--- src/hw/rtl/stl_pkg.sv ---
// Shared types and codes for the slot table allocator.
// Holds field widths, mode and status codes, and the table entry layout.
// No dependencies.
`default_nettype none

package stl_pkg;

    localparam int SLOTS_DEFAULT = 256;

    localparam int MODE_W   = 2;
    localparam int SLOT_W   = 8;
    localparam int HANDLE_W = 32;
    localparam int LENGTH_W = 16;
    localparam int STAMP_W  = 32;
    localparam int STATUS_W = 2;

    localparam logic [LENGTH_W-1:0] MAX_LENGTH_RESET = 16'd4096;

    localparam logic [MODE_W-1:0] MODE_ALLOC  = 2'd0;
    localparam logic [MODE_W-1:0] MODE_LOOKUP = 2'd1;
    localparam logic [MODE_W-1:0] MODE_FREE   = 2'd2;
    localparam logic [MODE_W-1:0] MODE_NONE   = 2'd3;

    localparam logic [STATUS_W-1:0] STATUS_OK       = 2'd0;
    localparam logic [STATUS_W-1:0] STATUS_TOO_LONG = 2'd1;
    localparam logic [STATUS_W-1:0] STATUS_RANGE    = 2'd2;
    localparam logic [STATUS_W-1:0] STATUS_UNUSED   = 2'd3;

    typedef struct packed {
        logic [STAMP_W-1:0]  stamp;
        logic [HANDLE_W-1:0] handle;
        logic [LENGTH_W-1:0] length;
    } entry_t;

endpackage

`default_nettype wire

--- src/hw/rtl/stl_victim_scan.sv ---
// Slot search: walks slots 1..DEPTH-1 one per cycle through a single stamp comparator.
// Returns the lowest unused slot, else the oldest stamp (lowest index on ties).
// Depends on stl_pkg for the stamp width.
`default_nettype none

module stl_victim_scan #(
    parameter int DEPTH = stl_pkg::SLOTS_DEFAULT,
    parameter int AW    = $clog2(DEPTH)
) (
    input  wire logic                        clk,
    input  wire logic                        rst_n,
    input  wire logic                        start,
    output logic [AW-1:0]                    scan_addr,
    input  wire logic                        used_bit,
    input  wire logic [stl_pkg::STAMP_W-1:0] stamp_data,
    output logic                             done,
    output logic [AW-1:0]                    pick
);

    localparam logic [AW-1:0] FIRST_IDX = AW'(1);
    localparam logic [AW-1:0] LAST_IDX  = AW'(DEPTH - 1);

    logic                        busy_reg, busy_next;
    logic                        issuing_reg, issuing_next;
    logic                        pipe_valid_reg, pipe_valid_next;
    logic                        best_valid_reg, best_valid_next;
    logic                        done_reg, done_next;
    logic [AW-1:0]               issue_idx_reg, issue_idx_next;
    logic [AW-1:0]               pipe_idx_reg, pipe_idx_next;
    logic                        pipe_used_reg, pipe_used_next;
    logic [AW-1:0]               best_idx_reg, best_idx_next;
    logic [stl_pkg::STAMP_W-1:0] best_stamp_reg, best_stamp_next;
    logic [AW-1:0]               pick_reg, pick_next;
    logic                        older;

    assign older = pipe_used_reg && (!best_valid_reg || (stamp_data < best_stamp_reg));

    always_comb
    begin
        busy_next       = busy_reg;
        issuing_next    = issuing_reg;
        pipe_valid_next = pipe_valid_reg;
        best_valid_next = best_valid_reg;
        done_next       = 1'b0;
        issue_idx_next  = issue_idx_reg;
        pipe_idx_next   = pipe_idx_reg;
        pipe_used_next  = pipe_used_reg;
        best_idx_next   = best_idx_reg;
        best_stamp_next = best_stamp_reg;
        pick_next       = pick_reg;

        if (start)
        begin
            busy_next       = 1'b1;
            issuing_next    = 1'b1;
            issue_idx_next  = FIRST_IDX;
            pipe_valid_next = 1'b0;
            best_valid_next = 1'b0;
        end
        else if (busy_reg)
        begin
            pipe_valid_next = issuing_reg;
            pipe_idx_next   = issue_idx_reg;
            pipe_used_next  = used_bit;
            if (issuing_reg)
            begin
                if (issue_idx_reg == LAST_IDX)
                begin
                    issuing_next = 1'b0;
                end
                else
                begin
                    issue_idx_next = issue_idx_reg + 1'b1;
                end
            end

            if (pipe_valid_reg)
            begin
                if (!pipe_used_reg)
                begin
                    done_next       = 1'b1;
                    pick_next       = pipe_idx_reg;
                    busy_next       = 1'b0;
                    issuing_next    = 1'b0;
                    pipe_valid_next = 1'b0;
                end
                else
                begin
                    if (older)
                    begin
                        best_valid_next = 1'b1;
                        best_idx_next   = pipe_idx_reg;
                        best_stamp_next = stamp_data;
                    end
                    if (pipe_idx_reg == LAST_IDX)
                    begin
                        done_next       = 1'b1;
                        pick_next       = older ? pipe_idx_reg : best_idx_reg;
                        busy_next       = 1'b0;
                        issuing_next    = 1'b0;
                        pipe_valid_next = 1'b0;
                    end
                end
            end
        end
    end

    always_ff @(posedge clk or negedge rst_n)
    begin
        if (!rst_n)
        begin
            busy_reg       <= 1'b0;
            issuing_reg    <= 1'b0;
            pipe_valid_reg <= 1'b0;
            best_valid_reg <= 1'b0;
            done_reg       <= 1'b0;
        end
        else
        begin
            busy_reg       <= busy_next;
            issuing_reg    <= issuing_next;
            pipe_valid_reg <= pipe_valid_next;
            best_valid_reg <= best_valid_next;
            done_reg       <= done_next;
        end
    end

    always_ff @(posedge clk)
    begin
        issue_idx_reg  <= issue_idx_next;
        pipe_idx_reg   <= pipe_idx_next;
        pipe_used_reg  <= pipe_used_next;
        best_idx_reg   <= best_idx_next;
        best_stamp_reg <= best_stamp_next;
        pick_reg       <= pick_next;
    end

    assign scan_addr = issue_idx_reg;
    assign done      = done_reg;
    assign pick      = pick_reg;

endmodule

`default_nettype wire

--- config.mk ---
export PLATFORM = sky130hd
export DESIGN_NAME = stl_victim_scan
export DESIGN_NICKNAME = d
export VERILOG_FILES = /design/src/hw/rtl/stl_pkg.sv /design/src/hw/rtl/stl_victim_scan.sv
export SDC_FILE = /design/constraint.sdc
export NUM_CORES = 1
export LEC_CHECK = 0
export BUFFER_PORTS_ARGS = -buffer_cell sky130_fd_sc_hd__buf_2
export CELL_PAD_IN_SITES_DETAIL_PLACEMENT = 0
export CELL_PAD_IN_SITES_GLOBAL_PLACEMENT = 1
export CORE_AREA = 10 10 101 103
export DETAILED_ROUTE_END_ITERATION = 10
export DIE_AREA = 0 0 111 113
export GPL_TIMING_DRIVEN = 1
export PLACE_DENSITY_LB_ADDON = 0.2
export SETUP_SLACK_MARGIN = 0.4
export SYNTH_ARGS = -nofsm -noshare
export SYNTH_HDL_FRONTEND = slang
export SYNTH_SLANG_ARGS = --single-unit
--- constraint.sdc ---
create_clock -name clk -period 2.6 [get_ports clk]
set_input_delay 0.13 -clock clk [delete_from_list [all_inputs] [get_ports clk]]
set_output_delay 0.13 -clock clk [all_outputs]
set_load 0.01 [all_outputs]
==> results by group <==
Run status
  • Outcome: finished clean

Drt
  • Via count: 2,190
  • Post-Route WL: 6610 microns
  • Antenna viol nets, final: 0
  • DR pass1 iterations: 4
  • DR iter-0 viols: 77
  • # DRC: 0
  • Post-DR wirelength/cell: 14.3 microns
  • Vias per cell: 4.75

Worst hold path
  • HP Class: in -> reg

Floorplan
  • Die Height: 113 microns
  • Boundary pin count: 53
  • Die X: 111 microns
  • Starting density of the core: 0.403
  • Core area: 8130 sq um
  • Std-Cell Rows: 33
  • DIE AREA: 12,500 sq um

Power and ir drop
  • NetSw: 640 uW
  • Net Sw Frac: 0.245
  • Part of the power in registers: 0.516
  • Lkg Pwr: 1.95 nW
  • PD cells: 580 nW/um^2
  • Combinational share of power: 0.152
  • Int Power: 1.98 mW
  • Clock group share of total power: 0.332
  • Worst IR Drop VDD: 0.245 mV

STA
  • RSZ-0062 raised after global routing: true
  • Skew final: 0.0114 ns
  • Final slew viol count: 0
  • WHS: 0.0110 ns
  • Total Negative Setup Slacks: 0 ns
  • Final Cycle Share: 0.920
  • FMAX: 418 MHz
  • Final setup viols: 0
  • Worst slew pin tran: 0.332 ns
  • Final Hold Fails: 0
  • Minimum clock period: 2.39 ns
  • Slew headroom: 0.776
  • Final WS setup: 0.207 ns

Critical path
  • Worst Setup End Kind: register
  • Worst path cell trace: inv_1 > ha_4 > nand4_1 > nor2_2 > a221oi_2 > a21boi_2 > a211oi_4 > buf_6 > mux2_4
  • Element type at the critical path start: register
  • Worst endpoint required time: 2.68 ns
  • Slowest CP cell: edfxtp_1
  • WP data arrival: 2.48 ns
  • Peak per-stage delay on the critical path: 0.37 ns
  • Critical path's top delay family: compound AO/OA/AOI/OAI gates
  • Crit path max fanout: 8
  • Critical path buffers and inverters: 2
  • Critical setup path kind: reg -> reg

CTS
  • H-tree depth: 3
  • Clock sinks: 70
  • Worst skew pair latency: 0.34 ns
  • CTS Buffer Depth: 2
  • TritonCTS clock tree: built
  • Clk pin slew, worst setup/hold paths: 0.07 ns
  • CTS Buf Count: 9
  • Root buf cell: clkbuf_8

Yosys
  • Post-synthesis sequential area ratio: 0.608
  • Synth warn: 0
  • Netlist cell types: 36
  • EDFF count, synth: 57
  • Avg Cell Area, Syn: 13.1 sq um
  • Synthesized netlist cell count: 250
  • Ys async rst share: 0.0714
  • Synth Flop Type: edfxtp_1
  • Mapped Nets: 318
  • Cell Area, Synth: 3280 sq um
  • Yosys reg bits: 70

Finish
  • Nets: 419
  • Fillcell total: 706
  • Post-layout util: 0.554
  • Sequential cell area: 2000 sq um
  • Layout cells sized above 1: 0.326
  • Most frequent cells in the layout: edfxtp_1, buf_2, inv_1, dlygate4sd3_1, ha_1
  • Commonest non-fill, non-tap cell in the layout: edfxtp_1
  • Multi-input gate area: 1350 sq um
  • Number of flip-flops under the largest register name: 32
  • Diodes inserted: 0
  • Final Instance Area: 4510 sq um
  • Area grow syn2layout: 37.4%

GRT
  • GRT Residual Overflow: 0
  • First-pass GRT wire length: 11,000 microns
  • Vias in the first global route: 2,304
  • Largest net degree at the start of global routing: 15
  • Initial antenna violation count: 0
  • Gr usage total: 0.105

Placement
  • Post-DP HPWL: 4730 microns
  • Dpl cell area: 3790 sq um
  • RePlAce Congestion: 0.716
  • Post-Place Worst Slack: 0.137 ns
  • Port buffer count: 52

Run
  • Max-Cap Viols: 0
[kinds of logic (layout without fill, tap and decap cells)]
group	after synthesis	count (layout)	synth area share
flops	70	70	0.608
simple gates	51	51	0.0755
compound gates	40	40	0.0839
buf+inv	36	142	0.0416
fa+ha+maj	32	32	0.122
mux	17	17	0.0579
xor+xnor	4	4	0.0107
[cell type report]
| type | instances | share of cell area |
|---|---|---|
| flip-flops and latches | 70 | 0.443 |
| well taps | 105 | 0.0291 |
| repair buffers | 92 | 0.157 |
| multi-input cells | 144 | 0.299 |
| clock inverters | 4 | 0.0105 |
| inverters | 34 | 0.0283 |
| clock buffers | 12 | 0.0322 |
[path summary, 6_finish.rpt]
check	from	to	slack, ns	cells past startpoint
worst max register to register	best_stamp_reg[30]$_DFFE_PP_	best_idx_reg[0]$_DFFE_PP_	0.21	9
worst max-delay path	best_stamp_reg[30]$_DFFE_PP_	best_idx_reg[0]$_DFFE_PP_	0.21	9
worst min register to register	scan_addr[7]$_SDFFE_PP0P_	pipe_idx_reg[7]$_DFFE_PP_	0.52	0
max in group asynchronous	rst_n	done$_DFF_PN0_	2.32	2
min in group asynchronous	rst_n	pipe_valid_reg$_DFFE_PN0N_	0.14	2
worst min-delay path	stamp_data[17]	best_stamp_reg[17]$_DFFE_PP_	0.01	1
[Yosys cell counts (3+ instances only)]
master	n	area, sq um
nand2_1	18	67.6
dfxtp_1	8	160
xor2_1	3	26.3
ha_1	32	400
o21ai_0	8	40.0
nor2_1	9	33.8
and3_1	3	18.8
a21oi_1	17	85.1
nand4_1	8	50.1
mux2_2	16	180
inv_1	34	128
dfrtp_1	5	125
nand3_1	4	20.0
edfxtp_1	57	1710
[power groups by stage]
stage | clock network (mW) | registers, mW | logic, mW
6_report | 0.868 | 1.35 | 0.398
5_1_grt | 0.946 | 1.36 | 0.440
4_1_cts | 0.897 | 1.35 | 0.386
3_5_place_dp | 0 | 1.38 | 0.316
3_3_place_gp | 0 | 1.37 | 0.310
2_1_floorplan | 0 | 1.37 | 0.193
[per-layer routing]
layer	track usage	vias up	share of wire
met5	0	-	0
met4	0.0443	0	0.015
met3	0.0264	10	0.034
met2	0.172	35	0.47
met1	0.128	1020	0.48
li1	-	1125	-
[what timing repair did]
action | in CTS | in global routing
endpoints found under the setup margin | 48 | 48
hold buffers | 31 | 0
resized for setup | 24 | 12
pin swaps | 13 | 9
endpoints found under the hold margin | 35 | 0
cloned | 0 | 1
buffers inserted | 1 | 0
[per-stage QoR]
step                power, mW  instances
floorplan                1.56        250
global placement         1.68        412
detailed placement       1.69        412
CTS                      2.63        460
global route             2.75        461
finish                   2.62        461
No activity file was read; power rests on OpenSTA's default activity.
